### src/rtl/exps_pkg.sv
// ----------------------------------------------------------------------------
// Exponential-pitch sine oscillator package
// Shared widths, register codes, controller commands and the constant
// exp2 and quarter-wave sine tables.
// ----------------------------------------------------------------------------
package exps_pkg;

    localparam int SINE_TABLE_BITS = 10;
    localparam int EXP_TABLE_BITS  = 8;

    localparam int QUARTER_LEN = (2 ** (SINE_TABLE_BITS - 2)) + 1;
    localparam int EXP_LEN     = 2 ** EXP_TABLE_BITS;
    localparam int QIDX_W      = SINE_TABLE_BITS - 1;

    localparam int KNOB_W  = 15;
    localparam int TICK_W  = 20;
    localparam int CV_W    = 17;
    localparam int SINE_W  = 16;
    localparam int ROM_W   = 15;
    localparam int PADDR_W = 3;
    localparam int PDATA_W = 32;

    localparam logic [KNOB_W-1:0] KNOB_RESET = '0;
    localparam logic [TICK_W-1:0] TICK_RESET = 20'd97391;

    localparam logic signed [17:0] PITCH_MAX  = 18'sd16384;
    localparam logic signed [17:0] PITCH_MIN  = -18'sd16384;
    localparam logic [15:0]        PITCH_SPAN = 16'd32768;
    localparam logic [16:0]        LAMP_BIAS  = 17'd8192;
    localparam logic [8:0]         NOTE_A4    = 9'd440;
    localparam logic [32:0]        RECIP_5    = 33'h0_CCCC_CCCD;
    localparam logic [5:0]         SHIFT_BASE = 6'd34;

    typedef enum logic {
        REG_KNOB = 1'b0,
        REG_TICK = 1'b1
    } t_reg_sel;

    typedef struct packed {
        logic capture;
        logic clamp;
        logic mul1;
        logic mul2;
        logic update;
        logic lookup;
        logic out_load;
    } t_dp_cmd;

    typedef logic [EXP_LEN-1:0][31:0]         t_exp_rom;
    typedef logic [QUARTER_LEN-1:0][ROM_W-1:0] t_quarter_rom;

    function automatic logic [63:0] int_sqrt(input logic [63:0] v);
        logic [63:0] rem;
        logic [63:0] res;
        logic [63:0] b;
        rem = v;
        res = '0;
        b   = 64'h4000_0000_0000_0000;
        for (int n = 0; n < 32; n++) begin
            if (b > v) begin
                b = b >> 2;
            end
        end
        for (int n = 0; n < 32; n++) begin
            if (b != 64'd0) begin
                if (rem >= res + b) begin
                    rem = rem - (res + b);
                    res = (res >> 1) + b;
                end else begin
                    res = res >> 1;
                end
                b = b >> 2;
            end
        end
        return res;
    endfunction

    function automatic logic [63:0] sin_q30(input logic [63:0] x);
        logic [63:0] x2;
        logic [63:0] t;
        logic [63:0] one;
        one = 64'd1 << 30;
        x2  = (x * x) >> 30;
        t   = one;
        t   = one - (((x2 * t) >> 30) / 156);
        t   = one - (((x2 * t) >> 30) / 110);
        t   = one - (((x2 * t) >> 30) / 72);
        t   = one - (((x2 * t) >> 30) / 42);
        t   = one - (((x2 * t) >> 30) / 20);
        t   = one - (((x2 * t) >> 30) / 6);
        return (x * t) >> 30;
    endfunction

    function automatic t_exp_rom build_exp_rom();
        t_exp_rom    rom;
        logic [63:0] roots [EXP_TABLE_BITS+1];
        logic [63:0] a;
        roots[0] = 64'd1 << 31;
        roots[1] = int_sqrt(64'd1 << 61);
        for (int j = 2; j <= EXP_TABLE_BITS; j++) begin
            roots[j] = int_sqrt(roots[j-1] << 30);
        end
        for (int i = 0; i < EXP_LEN; i++) begin
            a = 64'd1 << 30;
            for (int j = 0; j < EXP_TABLE_BITS; j++) begin
                if (((i >> j) & 1) != 0) begin
                    a = (a * roots[EXP_TABLE_BITS-j] + (64'd1 << 29)) >> 30;
                end
            end
            rom[i] = a[31:0];
        end
        return rom;
    endfunction

    function automatic t_quarter_rom build_quarter_rom();
        t_quarter_rom rom;
        logic [63:0]  x;
        logic [63:0]  e;
        for (int i = 0; i < QUARTER_LEN; i++) begin
            x = (64'd1686629713 * 64'(i)) >> (SINE_TABLE_BITS - 2);
            e = (sin_q30(x) * 64'd20480 + (64'd1 << 29)) >> 30;
            if (e > 64'd20480) begin
                e = 64'd20480;
            end
            rom[i] = e[ROM_W-1:0];
        end
        return rom;
    endfunction

    localparam t_exp_rom     EXP_ROM     = build_exp_rom();
    localparam t_quarter_rom QUARTER_ROM = build_quarter_rom();

endpackage

### src/rtl/exps_ctrl.sv
// ----------------------------------------------------------------------------
// Oscillator controller
// Sequences one request through the datapath steps and owns the output
// valid flag.
// ----------------------------------------------------------------------------
module exps_ctrl (
    input  logic              i_clk,
    input  logic              i_rst_n,
    input  logic              i_valid,
    output logic              o_ready,
    output logic              o_valid,
    input  logic              i_ready,
    output exps_pkg::t_dp_cmd o_cmd
);
    import exps_pkg::*;

    typedef enum logic [6:0] {
        S_IDLE   = 7'b0000001,
        S_CLAMP  = 7'b0000010,
        S_MUL1   = 7'b0000100,
        S_MUL2   = 7'b0001000,
        S_UPDATE = 7'b0010000,
        S_LOOKUP = 7'b0100000,
        S_OUT    = 7'b1000000
    } t_state;

    t_state r_state;
    t_state n_state;
    logic   r_out_valid;
    logic   n_out_valid;
    logic   accept;
    logic   out_free;

    assign o_ready  = (r_state == S_IDLE);
    assign accept   = i_valid && o_ready;
    assign out_free = !r_out_valid || i_ready;

    always_comb begin
        n_state = r_state;
        o_cmd   = '0;
        unique case (r_state)
            S_IDLE: begin
                o_cmd.capture = accept;
                if (accept) begin
                    n_state = S_CLAMP;
                end
            end
            S_CLAMP: begin
                o_cmd.clamp = 1'b1;
                n_state     = S_MUL1;
            end
            S_MUL1: begin
                o_cmd.mul1 = 1'b1;
                n_state    = S_MUL2;
            end
            S_MUL2: begin
                o_cmd.mul2 = 1'b1;
                n_state    = S_UPDATE;
            end
            S_UPDATE: begin
                o_cmd.update = 1'b1;
                n_state      = S_LOOKUP;
            end
            S_LOOKUP: begin
                o_cmd.lookup = 1'b1;
                n_state      = S_OUT;
            end
            S_OUT: begin
                o_cmd.out_load = out_free;
                if (out_free) begin
                    n_state = S_IDLE;
                end
            end
            default: begin
                n_state = S_IDLE;
            end
        endcase
    end

    always_comb begin
        priority if (o_cmd.out_load) begin
            n_out_valid = 1'b1;
        end else if (i_ready) begin
            n_out_valid = 1'b0;
        end else begin
            n_out_valid = r_out_valid;
        end
    end

    always_ff @(posedge i_clk) begin
        if (!i_rst_n) begin
            r_state     <= S_IDLE;
            r_out_valid <= 1'b0;
        end else begin
            r_state     <= n_state;
            r_out_valid <= n_out_valid;
        end
    end

    assign o_valid = r_out_valid;

    a_accept_starts: assert property (@(posedge i_clk) disable iff (!i_rst_n)
        i_valid && o_ready |=> r_state == S_CLAMP)
        else $error("accepted request did not start the sequence");

    a_load_sets_valid: assert property (@(posedge i_clk) disable iff (!i_rst_n)
        o_cmd.out_load |=> o_valid)
        else $error("output load did not raise valid");

    a_stall_waits: assert property (@(posedge i_clk) disable iff (!i_rst_n)
        r_state == S_OUT && r_out_valid && !i_ready |=> r_state == S_OUT)
        else $error("result overwrote a stalled output");

    a_load_only_when_free: assert property (@(posedge i_clk) disable iff (!i_rst_n)
        o_cmd.out_load |-> r_state == S_OUT && (!r_out_valid || i_ready))
        else $error("output loaded while occupied");

endmodule

### config.mk
export PLATFORM = sky130hd
export DESIGN_NAME = exps_ctrl
export DESIGN_NICKNAME = d
export VERILOG_FILES = /design/src/rtl/exps_pkg.sv /design/src/rtl/exps_ctrl.sv
export SDC_FILE = /design/constraint.sdc
export NUM_CORES = 1
export LEC_CHECK = 0
export ABC_AREA = 1
export BUFFER_PORTS_ARGS = -buffer_cell sky130_fd_sc_hd__buf_2
export CAP_MARGIN = 20
export CORE_MARGIN = 2
export CORE_UTILIZATION = 35
export DETAILED_ROUTE_END_ITERATION = 6
export SLEW_MARGIN = 20
export SYNTH_ARGS = -nofsm -noshare
export SYNTH_HDL_FRONTEND = slang
export SYNTH_SLANG_ARGS = --single-unit
### constraint.sdc
create_clock -name i_clk -period 0.95 [get_ports i_clk]
set_input_delay 0.0475 -clock i_clk [delete_from_list [all_inputs] [get_ports i_clk]]
set_output_delay 0.0475 -clock i_clk [all_outputs]
set_load 0.05 [all_outputs]
# Word level (Yosys, flattened, before mapping)
# Cells that the tools add are included.
# word_totals
register_bits	8
in_bits	4
output_inout_bits	9
elab_cells	28
# classes
eq_ne	9
n_mux	12
reduce_logical	5
# ops
operator	n
7-bit case mux with 7 select lines	1
7-bit two-way mux	2
1-bit two-way mux	9
7-bit by 1-bit == test with 1-bit output (second input constant)	1
7-bit by 2-bit == test with 1-bit output (second input constant)	1
7-bit by 3-bit == test with 1-bit output (second input constant)	1
7-bit by 4-bit == test with 1-bit output (second input constant)	1
7-bit by 5-bit == test with 1-bit output (second input constant)	1
7-bit by 6-bit == test with 1-bit output (second input constant)	1
7-bit == test (second input constant)	1
2-bit by 1-bit != test with 1-bit output (second input constant)	1
2-bit != test (second input constant)	1
2-bit AND reduction	1
2-bit nonzero test	1
1-bit logical AND	1
1-bit logical NOT	1
1-bit logical OR	1

# Longest topological paths before layout
# logic_depth
ltp_word	4
mapped_depth	8
ltp_nobuf	8

# Worst setup path after synthesis
# Ideal clock, no wire load.
# synth_timing
kind	reg2out
start	reg r_state[4]
end	out o_cmd[6] in the netlist's numbering
arrival_time_ns	1.314
t_required_ns	0.902
slack_ns	-0.411
stages_incl_launch_ff	6
n_path_buf	0
path_cell_list	dfxtp_1 inv_2 nand2_2 nor2_4 nand2_1 nor2_1
# synth_rtl
element	line	rtl
start, declared	exps_ctrl.sv:27	t_state r_state;
start signal, assigned	exps_ctrl.sv:95	r_state <= n_state;
end, declared	exps_ctrl.sv:13	output exps_pkg::t_dp_cmd o_cmd

==> impl_metrics.py <==
metrics = {
    "outcome": {
        "status": "finished, violations left",
        "violations": "negative setup slack",
    },
    "logic_synthesis": {
        "yosys_warnings": 0,
        "synth_top_cell_area_share_pct": 35.1,
        "syn_avg_cell_area_um2": 6.52,
        "syn_nets": 74,
        "yosys-top-cells-count": "14 x nand2_1, 9 x inv_1, 9 x nor2_1, 8 x dfxtp_1, 8 x inv_2",
        "syn-cell-area_um2": 457,
        "synth.most_common_cell": "nand2_1",
        "synthTopCellsByArea": "dfxtp_1 35%, nand2_1 12%, inv_1 7.4%, nor2_1 7.4%, nor2_4 7.4%",
        "synth_ff_type": "dfxtp_1",
        "postSynthCellCount": 70,
        "ys_seq_area_share_pct": 35.1,
        "yosys.area.top_type": "dfxtp_1",
        "synth.distinct_cells": 15,
        "ys_ff_latch": 8,
        "synth-edff-count": 0,
        "synth_async_sr_flop_share_pct": 0,
    },
    "timing": {
        "hold_violations": 0,
        "clock_skew_ns": 0.000637,
        "rsz0062_at_grt": "true",
        "max_freq_mhz": 763,
        "finalMaxSlewViolations": 0,
        "slew_headroom_pct": 80.0,
        "fin_crit_ns": 1.31,
        "finalCritPeriodShare_pct": 138,
        "worst_slew_pin_slew_ns": 0.300,
        "layout_setup_ws_ns": -0.360,
        "setup_viol_count_final": 15,
    },
    "worst_setup_path": {
        "cp.arrival_ns": 1.26,
        "cp_slowest_stage_delay_ns": 0.33,
        "worstReg2RegStart": "r_state[5]",
        "cpLargestDelayFamily": "simple AND/OR/NAND/NOR gates",
        "critPathMaxFanout": 5,
        "critical_path_buf_inv_count": 2,
        "start_kind": "register",
        "crit_chain": "inv_2 -> nand2_4 -> nor2_4 -> nand2_4 -> nor2_2 -> buf_6",
        "crit_start": "r_state[5]",
        "cp_common_cell": "nand2_4",
        "crit_type": "reg -> out",
        "required_ns": 0.90,
        "critPathCaptureType": "output port",
        "slowest_stage": "dfxtp_2",
    },
    "die": {
        "core-area_um2": 1250,
        "die-area_um2": 1610,
        "io_pins": 13,
        "start_util_pct": 36.5,
        "die_h_um": 40.1,
        "dieWidth_um": 40.1,
        "num_rows": 13,
    },
    "clock_network": {
        "cts_hold_buf": 0,
        "htree_levels": 1,
        "clock_sinks": 8,
        "cts_buffers": 3,
        "clk_pin_slew_ns": 0.06,
        "cts_tree": "built",
        "clk_latency_ns": 0.25,
        "cts-root-buf": "clkbuf_4",
        "clk_path_buf_depth": 2,
    },
    "global_route": {
        "grt_pass1_vias": 423,
        "overflow": 0,
        "grt_antenna_before_repair": 0,
        "grt_max_degree": 7,
        "grt_pass1_wl_mm": 1.61,
        "grt_use_total_pct": 15.6,
    },
    "route": {
        "drt_iter0_drc": 4,
        "vias": 487,
        "wl_per_cell_um": 9.99,
        "drtPass1Iterations": 4,
        "wl_mm": 1.08,
        "drc_errors": 0,
        "via_per_inst": 4.51,
        "ant_nets": 0,
    },
    "power_and_ir_drop": {
        "p_leak_nw": 0.370,
        "p_per_area_nw_per_um2": 1170,
        "peakVddDrop_v": 0.000623,
    },
    "cells_and_area": {
        "areaGrowthSynthToFinish_pct": 74.2,
        "drive_above_1_share_pct": 69.9,
        "nets": 98,
        "antenna-diode-count": 0,
        "multi_input_area_um2": 300,
        "seqCellArea_um2": 168,
        "final_util_pct": 63.5,
        "n_fill_cell": 109,
    },
    "placement": {
        "pre_cts_slack_ns": -0.198,
        "place_congestion": 0.814,
        "post-dp-hpwl_um": 721,
        "io_buffers": 12,
    },
    "run": {
        "maxCapViolations": 0,
    },
    "hold_path": {
        "hold_path.class": "in -> reg",
        "hp-start": "i_rst_n",
    },
}
## cell usage in the layout, fill, tap and decap left out, types with 5 or more instances in the layout
master / instances
inv_2: 8
buf_4: 5
nand2_2: 5
nand2_1: 8
nor2_1: 6
buf_6: 7
nor2_2: 6
inv_1: 5
## worst register-to-register path: cells and delay by family (launching register included)
kind	cells	cell delay [ns]
buf+inv	3	0.31
flops	1	0.33
simple gates	7	0.53
## where the power goes
group | total (mW) | internal [mW] | switching [mW] | leakage (nW)
combinational | 0.292 | 0.122 | 0.170 | 0.288
clock | 0.293 | 0.162 | 0.131 | 0.0150
sequential | 0.350 | 0.343 | 0.00647 | 0.0673
total | 0.934 | 0.627 | 0.307 | 0.370
## flip-flops by register name, indices dropped and copies added (netlist names)
register,flops
o_valid,1
r_state,7
## routing by layer
metal	up-vias	wire length, µm	global-route usage, %
li1	252	-	-
met1	217	459	17.1
met2	16	542	26.2
met3	2	63	3.89
met4	0	13	10.3
met5	-	0	0
## worst paths after layout
kind,slack (ns),to,cells past startpoint
worst min register to register,0.58,r_state[5],3
worst max-delay path,-0.36,o_cmd[6],6
worst min-delay path,0.07,r_state[4],3
worst max register to register,-0.32,r_state[0],10
## final cells by class
| class | instances | area share (%) |
|---|---|---|
| Tap cell | 15 | 2.36 |
| Timing Repair Buffer | 20 | 24.7 |
| Clock buffer | 4 | 3.30 |
| Inverter | 18 | 10.8 |
| Sequential cell | 8 | 21.1 |
| Multi-Input combinational cell | 43 | 37.7 |
## kinds of logic after synthesis
logic type / count (synthesis) / synth area share (%)
AOI/OAI and AO/OA: 1 / 1.09
buffers and inverters: 19 / 16.4
DFF: 8 / 35.1
and+or+nand+nor: 42 / 47.4
## metrics by stage
| step | cell area [µm²] | instances | hold slack (ns) | TNS [ns] | total power, mW |
|---|---|---|---|---|---|
| after detailed placement | 561 | 97 | 0.319 | -1.57 | 0.537 |
| after CTS | 721 | 106 | 0.0505 | -3.23 | 0.882 |
| after floorplan | 482 | 70 | 0.193 | -0.636 | 0.502 |
| after global routing | 796 | 108 | 0.0686 | -4.71 | 0.989 |
| final | 796 | 108 | 0.0672 | -3.60 | 0.934 |
| after global placement | 561 | 97 | 0.317 | -1.46 | 0.538 |
## repair_timing
action | in CTS | in global routing
resized for setup | 29 | 18
setup buffers | 5 | 3
pin swaps | 6 | 8
setup endpoints to repair | 13 | 16
gates cloned | 0 | 0
No activity file was read; power rests on OpenSTA's default activity.
