$ cat src/rtl/exps_pkg.sv
// ----------------------------------------------------------------------------
// Exponential-pitch sine oscillator package
// Shared widths, register codes, controller commands and the constant
// exp2 and quarter-wave sine tables.
// ----------------------------------------------------------------------------
package exps_pkg;

    localparam int SINE_TABLE_BITS = 10;
    localparam int EXP_TABLE_BITS  = 8;

    localparam int QUARTER_LEN = (2 ** (SINE_TABLE_BITS - 2)) + 1;
    localparam int EXP_LEN     = 2 ** EXP_TABLE_BITS;
    localparam int QIDX_W      = SINE_TABLE_BITS - 1;

    localparam int KNOB_W  = 15;
    localparam int TICK_W  = 20;
    localparam int CV_W    = 17;
    localparam int SINE_W  = 16;
    localparam int ROM_W   = 15;
    localparam int PADDR_W = 3;
    localparam int PDATA_W = 32;

    localparam logic [KNOB_W-1:0] KNOB_RESET = '0;
    localparam logic [TICK_W-1:0] TICK_RESET = 20'd97391;

    localparam logic signed [17:0] PITCH_MAX  = 18'sd16384;
    localparam logic signed [17:0] PITCH_MIN  = -18'sd16384;
    localparam logic [15:0]        PITCH_SPAN = 16'd32768;
    localparam logic [16:0]        LAMP_BIAS  = 17'd8192;
    localparam logic [8:0]         NOTE_A4    = 9'd440;
    localparam logic [32:0]        RECIP_5    = 33'h0_CCCC_CCCD;
    localparam logic [5:0]         SHIFT_BASE = 6'd34;

    typedef enum logic {
        REG_KNOB = 1'b0,
        REG_TICK = 1'b1
    } t_reg_sel;

    typedef struct packed {
        logic capture;
        logic clamp;
        logic mul1;
        logic mul2;
        logic update;
        logic lookup;
        logic out_load;
    } t_dp_cmd;

    typedef logic [EXP_LEN-1:0][31:0]         t_exp_rom;
    typedef logic [QUARTER_LEN-1:0][ROM_W-1:0] t_quarter_rom;

    function automatic logic [63:0] int_sqrt(input logic [63:0] v);
        logic [63:0] rem;
        logic [63:0] res;
        logic [63:0] b;
        rem = v;
        res = '0;
        b   = 64'h4000_0000_0000_0000;
        for (int n = 0; n < 32; n++) begin
            if (b > v) begin
                b = b >> 2;
            end
        end
        for (int n = 0; n < 32; n++) begin
            if (b != 64'd0) begin
                if (rem >= res + b) begin
                    rem = rem - (res + b);
                    res = (res >> 1) + b;
                end else begin
                    res = res >> 1;
                end
                b = b >> 2;
            end
        end
        return res;
    endfunction

    function automatic logic [63:0] sin_q30(input logic [63:0] x);
        logic [63:0] x2;
        logic [63:0] t;
        logic [63:0] one;
        one = 64'd1 << 30;
        x2  = (x * x) >> 30;
        t   = one;
        t   = one - (((x2 * t) >> 30) / 156);
        t   = one - (((x2 * t) >> 30) / 110);
        t   = one - (((x2 * t) >> 30) / 72);
        t   = one - (((x2 * t) >> 30) / 42);
        t   = one - (((x2 * t) >> 30) / 20);
        t   = one - (((x2 * t) >> 30) / 6);
        return (x * t) >> 30;
    endfunction

    function automatic t_exp_rom build_exp_rom();
        t_exp_rom    rom;
        logic [63:0] roots [EXP_TABLE_BITS+1];
        logic [63:0] a;
        roots[0] = 64'd1 << 31;
        roots[1] = int_sqrt(64'd1 << 61);
        for (int j = 2; j <= EXP_TABLE_BITS; j++) begin
            roots[j] = int_sqrt(roots[j-1] << 30);
        end
        for (int i = 0; i < EXP_LEN; i++) begin
            a = 64'd1 << 30;
            for (int j = 0; j < EXP_TABLE_BITS; j++) begin
                if (((i >> j) & 1) != 0) begin
                    a = (a * roots[EXP_TABLE_BITS-j] + (64'd1 << 29)) >> 30;
                end
            end
            rom[i] = a[31:0];
        end
        return rom;
    endfunction

    function automatic t_quarter_rom build_quarter_rom();
        t_quarter_rom rom;
        logic [63:0]  x;
        logic [63:0]  e;
        for (int i = 0; i < QUARTER_LEN; i++) begin
            x = (64'd1686629713 * 64'(i)) >> (SINE_TABLE_BITS - 2);
            e = (sin_q30(x) * 64'd20480 + (64'd1 << 29)) >> 30;
            if (e > 64'd20480) begin
                e = 64'd20480;
            end
            rom[i] = e[ROM_W-1:0];
        end
        return rom;
    endfunction

    localparam t_exp_rom     EXP_ROM     = build_exp_rom();
    localparam t_quarter_rom QUARTER_ROM = build_quarter_rom();

endpackage

$ cat src/rtl/exps_regs.sv
// ----------------------------------------------------------------------------
// Configuration registers
// APB-style register file holding the knob pitch and the tick period.
// ----------------------------------------------------------------------------
module exps_regs (
    input  logic                              i_clk,
    input  logic                              i_rst_n,
    input  logic                              psel,
    input  logic                              penable,
    input  logic                              pwrite,
    input  logic [exps_pkg::PADDR_W-1:0]      paddr,
    input  logic [exps_pkg::PDATA_W-1:0]      pwdata,
    output logic [exps_pkg::PDATA_W-1:0]      prdata,
    output logic                              pready,
    output logic [exps_pkg::KNOB_W-1:0]       o_knob_pitch,
    output logic [exps_pkg::TICK_W-1:0]       o_tick_period
);
    import exps_pkg::*;

    logic [KNOB_W-1:0] r_knob_pitch;
    logic [TICK_W-1:0] r_tick_period;
    logic              wr_en;
    t_reg_sel          sel;

    assign pready = 1'b1;
    assign wr_en  = psel && penable && pwrite && pready;
    assign sel    = t_reg_sel'(paddr[2]);

    always_ff @(posedge i_clk) begin
        if (!i_rst_n) begin
            r_knob_pitch  <= KNOB_RESET;
            r_tick_period <= TICK_RESET;
        end else if (wr_en) begin
            unique case (sel)
                REG_KNOB: r_knob_pitch  <= pwdata[KNOB_W-1:0];
                REG_TICK: r_tick_period <= pwdata[TICK_W-1:0];
                default:  r_knob_pitch  <= r_knob_pitch;
            endcase
        end
    end

    always_comb begin
        unique case (sel)
            REG_KNOB: prdata = {{(PDATA_W-KNOB_W){r_knob_pitch[KNOB_W-1]}}, r_knob_pitch};
            REG_TICK: prdata = {{(PDATA_W-TICK_W){1'b0}}, r_tick_period};
            default:  prdata = '0;
        endcase
    end

    assign o_knob_pitch  = r_knob_pitch;
    assign o_tick_period = r_tick_period;

endmodule

$ cat config.mk
export PLATFORM = sky130hd
export DESIGN_NAME = exps_regs
export DESIGN_NICKNAME = d
export VERILOG_FILES = /design/src/rtl/exps_pkg.sv /design/src/rtl/exps_regs.sv
export SDC_FILE = /design/constraint.sdc
export NUM_CORES = 1
export LEC_CHECK = 0
export CAP_MARGIN = 20
export CORE_MARGIN = 8
export CORE_UTILIZATION = 55
export DETAILED_ROUTE_END_ITERATION = 12
export DONT_BUFFER_PORTS = 1
export PLACE_DENSITY = 0.78
export SLEW_MARGIN = 5
export SYNTH_ARGS = -nofsm -noshare
export SYNTH_HDL_FRONTEND = slang
export SYNTH_SLANG_ARGS = --single-unit
export TNS_END_PERCENT = 100
$ cat constraint.sdc
create_clock -name i_clk -period 1.81 [get_ports i_clk]
set_input_delay 0.2715 -clock i_clk [delete_from_list [all_inputs] [get_ports i_clk]]
set_output_delay 0.2715 -clock i_clk [all_outputs]
set_load 0.02 [all_outputs]
Word level (Yosys, flattened, before mapping)
Index checks and enable logic that the tools add are counted.
Word-level totals
  bits in registers: 35
  output and inout bits: 68
  word-level logic and storage cells: 8
Cells by class
  mux-type cells: 1
  bitwise logic cells: 1
  reductions and logical operators: 4
Operators by type and width (number)
  32-bit one-hot mux with 2 select lines: 1
  2-bit AND reduction: 2
  1-bit logical AND: 2
  1-bit NOT: 1

Longest topological paths before layout
Gate-level depths: netlist of the first run.
  word-level depth: 3
  depth in mapped cells: 4
  gate-level depth less buffers: 2

Worst setup path after synthesis of the first run
Ideal clock, no wire load.
  path kind: input to output
  start point: in paddr[2] (netlist bit)
  end point: out prdata[21] (netlist bit)
  arrival time: 1.194 ns
  data required time: 1.539 ns
  path slack: 0.344 ns
  cell stages on the path: 4
  path buffers: 2
  cell sequence: buf_2 nand2b_1 inv_1 buf_4
Between the ends
  cells in the longest elaborated chain, start to end: 2
RTL lines
  start, declared: line exps_regs.sv:11  | input logic [exps_pkg::PADDR_W-1:0] paddr,
  1-bit NOT
  32-bit one-hot mux with 2 select lines (*): line exps_regs.sv:43  | unique case (sel)
  end, declared: line exps_regs.sv:13  | output logic [exps_pkg::PDATA_W-1:0] prdata,
Every way passes the cells marked *; elsewhere a longest branch is shown, timed or not.

Worst setup path in the final report of the first run
  start point: reg r_knob_pitch[14] (netlist: o_knob_pitch[14])
  end point: out prdata[21] (netlist bit)
Between the ends
  cells in the longest elaborated chain, start to end: 1
RTL lines
  start, declared: line exps_regs.sv:20  | logic [KNOB_W-1:0] r_knob_pitch;
  start signal, assigned: line exps_regs.sv:35  | REG_KNOB: r_knob_pitch <= pwdata[KNOB_W-1:0];
  start signal, assigned: line exps_regs.sv:37  | default: r_knob_pitch <= r_knob_pitch;
  32-bit one-hot mux with 2 select lines: line exps_regs.sv:43
No other way between the ends.

==> metrics.txt, run 1 <==
outcome=finished clean; Synth Register Bits=35; fin area=1750 sq um; Rows=20; unrepaired setup endpoints after global routing=false; CP top delay family=flip-flops; # Max-Cap Violations=0; pre-CTS setup slack=0.469 ns; CP Launch Type=flop; combinational share of power=9.0%; cells along the critical path=nand2b_1 > inv_2 > buf_12; DR vias/cell=5.35; worst min path class=in2reg; fin crit share=88.5%; sequential share of the synthesized area=39.8%; kind of critical path=reg2out; Post-Syn Area=1760 sq um; first-pass GRT wire length=6.00 mm; final setup fails=0; cell taking the most area after synthesis=dfxtp_1; postcts setup bufs=0; n_diodes=0; H-tree depth=2; starting density of the core=57.6%; setup TNS=0 ns; Die Span Y=72.6 microns; Pre-Repair DR Iteration Count=4; Root Driver=clkbuf_4; nets@finish=217; CP max stage cell=dfxtp_2; area added between synthesis and finish=-0.285%; synthesized instance count=193; CTS buffer count=5; Clock Path Buffers=2; share of cells above drive strength 1=14.6%; hold_ws=0.0606 ns; PD cells=816 nW/um^2; Lkg Pwr=0.648 nW; Sw Share=25.2%; final hold vios=0; CTS clock-pin slew for the worst setup and hold paths=0.10 ns; largest net degree at the start of global routing=67; synth top area cells=dfxtp_1, mux2i_1, nand2_1; total grt overflow=0; P_sw=0.000360 W; crit-path max cell delay=0.41 ns; Die X=72.6 microns; Synth top cells by count=nand2_1, dfxtp_1, mux2i_1; cts hold-fix bufs=0; Sink Count=35; post-synth top area share=39.8%; worst endpoint required time=1.54 ns; # IOs=108; Max Slew Vio Count=0; crit path DAT=1.33 ns; DRC errors left=0; Main synth FF type=dfxtp_1; worst vdd ir=470 uV; reg2reg setup slack=1.03 ns; drt total wl=3.79 mm; Clk network pwr share=33.4%; Flop pwr share=57.5%; f_max=624 MHz; count leader, synth=nand2_1; worst-case clock skew=0 ns; CP bufs+invs=2; final worst slack=0.208 ns; syn nets=233; initial detailed-routing violation count=52; Internal=0.00107 W; WL/cell=17.1 microns; Async S/R FF share, synth=0%; antenna violations before repair=0; Post-DP HPWL=2.77 mm; DRT antenna net count=0; Port Buf Inserts=0; Avg Cell Area, Syn=9.11 sq um; Total Die Area=5260 sq um; Post-synth EDFFs=0; Clk Latency, worst-skew pair=0.33 ns; placed cell areas=1680 sq um; CTS tree=done; Routability Congestion=0.724; post-cts resize count=0; min cycle time layout=1.60 ns; GRT Total Usage=14.5%; core area=3050 sq um; post-synth cell types=14; total number of vias=1187; Yosys warnings=0; vias in the first global route=1210; CP max FO=12; CP Capture Type=output pin
per-stage QoR:
| step | power [W] | util, % | std cells |
|---|---|---|---|
| final | 0.00143 | 57.5 | 222 |
| after global routing | 0.00150 | 57.5 | 222 |
| after CTS | 0.00145 | 57.4 | 222 |
| after detailed placement | 0.000973 | 55.2 | 214 |
| after global placement | 0.000969 | 55.2 | 214 |
| after floorplan | 0.000984 | - | 193 |
cell usage in the layout (no fill, tap or decap):
| master | synthesis | layout |
|---|---|---|
| nand2_1 | 54 | 54 |
| buf_4 | 15 | 2 |
| and4b_1 | 1 | 1 |
| dfxtp_2 | 0 | 1 |
| buf_12 | 0 | 1 |
| nor2b_1 | 24 | 24 |
| inv_2 | 0 | 1 |
| clkbuf_4 | 0 | 5 |
| mux2_2 | 14 | 14 |
| and4_1 | 1 | 1 |
| mux2i_1 | 35 | 35 |
| dfxtp_1 | 35 | 34 |
| clkbuf_1 | 7 | 1 |
| clkbuf_8 | 0 | 2 |
| nand2b_1 | 1 | 1 |
| conb_1 | 1 | 1 |
per-layer routing:
metal  vias up  global-route usage (%)  share of wire [%]
li1        576                       -                  -
met1       543                    13.8                 37
met2        63                    23.9                 46
met3         5                    10.7                 16
met4         0                    4.67                1.2
met5         -                       0                  0
worst reg2reg max path, cell delays in order (launching register included):
cell,delay (ns)
dfxtp_1,0.49
nand2_1,0.10
mux2i_1,0.13
flip-flops by register name, indices dropped and copies added (netlist names):
register and cells:
o_knob_pitch 15, o_tick_period 20
power by group through the flow:
stage               sequential, W  combinational (W)  clock [W]
global route             0.000827           0.000141   0.000532
detailed placement       0.000842           0.000131          0
CTS                      0.000824           0.000132   0.000499
global placement         0.000841           0.000128          0
floorplan                0.000836           0.000148          0
finish                   0.000824           0.000130   0.000478
path summary, 6_finish.rpt:
check / from / end / cells after the start
worst max-delay path: o_knob_pitch[14] / prdata[21] / 3
worst min-delay path: pwdata[14] / o_knob_pitch[14] / 2
worst max register to register: o_knob_pitch[10] / o_knob_pitch[10] / 2
worst min register to register: o_knob_pitch[14] / o_knob_pitch[14] / 2
cell families after synthesis:
group                  share of synthesized area [%]
AND/OR/NAND/NOR                                 21.5
flip-flops                                      39.8
other                                          0.213
multiplexers                                    28.9
buffers and inverters                           9.60
area by class of cell:
| cell class | instances | area, sq um |
|---|---|---|
| Sequential cell | 35 | 702 |
| Tap cell | 44 | 55.1 |
| Multi-Input combinational cell | 131 | 890 |
| Clock buffer | 8 | 68.8 |
| Fill cell | 288 | 1300 |
| Inverter | 1 | 3.75 |
| Timing Repair Buffer | 3 | 35.0 |
Power figures use the tool's default switching activity.
==> run 2: changes to the inputs <==
- CTS_BUF_LIST: not set -> sky130_fd_sc_hd__clkbuf_16
==> run 2 against run 1 <==
  * Clock skew is the same
  * Clock-buffer cell count down 3
  * Core utilization is 2.2 points higher
  * Sequential share of layout area is 1.5 points lower
  * Wire length increased by 0.34%
  * Via count is 0.42% higher
  * Global-route usage down 0.23 points
  * Critical path type unchanged
  * Highest routed layer unchanged
==> metrics.txt, run 2 (synthesized netlist as in run 1, its figures left out) <==
initial detailed-routing violation count=62 (+19%); area added between synthesis and finish=3.49%; WL/cell=17.1 microns (+0.34%); Filler Cell Count=280 (-2.8%); worst min path class=in2reg; drt total wl=3.81 mm (+0.34%); P_sw=0.000394 W (+9.3%); Max Slew Vio Count=0 (unchanged); Largest register FFs=20 (unchanged); unrepaired setup endpoints after global routing=false; worst vdd ir=588 uV (+25%); Clk network pwr share=44.9% (+12 points); CP max stage cell=dfxtp_1; worst-case clock skew=0 ns (unchanged); # IOs=108 (unchanged); Total Die Area=5260 sq um (unchanged); Sw Share=22.7% (-2.4 points); Routability Congestion=0.724 (unchanged); final setup fails=0 (unchanged); Post-DP HPWL=2.77 mm (unchanged); cells along the critical path=nand2b_1 > inv_2 > buf_12; Rows=20 (unchanged); H-tree depth=2 (unchanged); starting density of the core=57.6% (unchanged); DRC errors left=0 (unchanged); CTS tree=done; DR vias/cell=5.37 (+0.42%); Die Span Y=72.6 microns (unchanged); Clk Latency, worst-skew pair=0.27 ns (-0.06 ns); cts hold-fix bufs=0 (unchanged); PD cells=952 nW/um^2 (+17%); commonest non-fill, non-tap cell in the layout=nand2_1; total grt overflow=0 (unchanged); Die X=72.6 microns (unchanged); CP bufs+invs=2 (unchanged); worst endpoint required time=1.54 ns (about the same); Root Driver=clkbuf_16; CTS clock-pin slew for the worst setup and hold paths=0.05 ns (-0.05 ns); # Max-Cap Violations=0 (unchanged); vias in the first global route=1220 (+0.83%); DRT antenna net count=0 (unchanged); min cycle time layout=1.63 ns (+0.0255 ns); combinational share of power=7.5% (-1.5 points); CP Launch Type=flop; nets@finish=217 (unchanged); Lkg Pwr=0.679 nW (+4.8%); share of cells above drive strength 1=12.9% (-1.7 points); first-pass GRT wire length=6.00 mm (unchanged); crit-path max cell delay=0.46 ns (+0.05 ns); GRT Total Usage=14.3% (-0.23 points); most frequent cells in the layout=nand2_1, mux2i_1, dfxtp_1; largest net degree at the start of global routing=67 (unchanged); antenna violations before repair=0 (unchanged); outcome=finished clean; f_max=615 MHz (-1.6%); Util after Layout=59.6% (+2.2 points); final hold vios=0 (unchanged); Clock Path Buffers=2 (unchanged); Sink Count=35 (unchanged); kind of critical path=reg2out; total number of vias=1192 (+0.42%); CTS buffer count=5 (unchanged); fin crit share=89.9% (+1.4 points); postcts setup bufs=0 (unchanged); CP Capture Type=output pin; n_diodes=0 (unchanged); Internal=0.00134 W (+25%); placed cell areas=1680 sq um (unchanged); CP max FO=12 (unchanged); setup TNS=0 ns (unchanged); Flop pwr share=47.7% (-9.8 points); post-cts resize count=0 (unchanged); fin area=1820 sq um (+3.8%); CP top delay family=flip-flops; core area=3050 sq um (unchanged); Pre-Repair DR Iteration Count=4 (unchanged); crit path DAT=1.36 ns (+0.03 ns); Port Buf Inserts=0 (unchanged)
## run 2: cell count changes in the layout (fill, tap and decap cells not counted), sizes merged
cell,change
clkinv,+2
inv,+1
clkbuf,-3
## run 2: worst register-to-register path: stages (launching register included)
cell and delay, ns:
dfxtp_1 0.48, nand2_1 0.10, mux2i_1 0.13
## run 2: area by class of cell
| class | instances | area (sq um) | share of cell area (%) |
|---|---|---|---|
| Clock inverter | 3 | 11.3 | 0.619 |
| Clock buffer | 5 | 125 | 6.87 |
| Inverter | 1 | 3.75 | 0.206 |
| Timing Repair Buffer | 3 | 35.0 | 1.92 |
| Tap cell | 44 | 55.1 | 3.02 |
| Sequential cell | 35 | 701 | 38.5 |
| Multi-Input combinational cell | 131 | 890 | 48.9 |
## run 2: worst paths after layout
path,startpoint,to,slack [ns],cells after the start
setup / recovery,o_knob_pitch[14],prdata[21],0.18,3
hold / removal,pwdata[14],o_knob_pitch[14],0.14,2
setup reg to reg,o_knob_pitch[10],o_knob_pitch[10],1.04,2
hold reg to reg,o_tick_period[18],o_tick_period[18],0.57,2
## run 2: per-layer routing
metal	up-vias	wire, microns	track usage, %
met1	548	1430	13.9
met3	5	579	9.50
li1	576	-	-
met2	63	1770	24.2
met5	-	0	0
met4	0	27	4.00
## run 2: power groups by stage
stage               Combinational [W]  Sequential, W  Clock, W
floorplan                    0.000148       0.000836         0
global placement             0.000128       0.000841         0
detailed placement           0.000131       0.000842         0
CTS                          0.000132       0.000826  0.000797
global route                 0.000141       0.000828  0.000826
finish                       0.000130       0.000826  0.000777
## run 2: through the flow
step / hold slack (ns) / setup slack, ns / instances / total power (W)
floorplan: 0.414 / 0.344 / 193 / 0.000984
global placement: 0.416 / 0.478 / 214 / 0.000969
detailed placement: 0.423 / 0.469 / 214 / 0.000973
CTS: 0.136 / 0.173 / 222 / 0.00175
global route: 0.140 / 0.0866 / 222 / 0.00179
finish: 0.141 / 0.183 / 222 / 0.00173
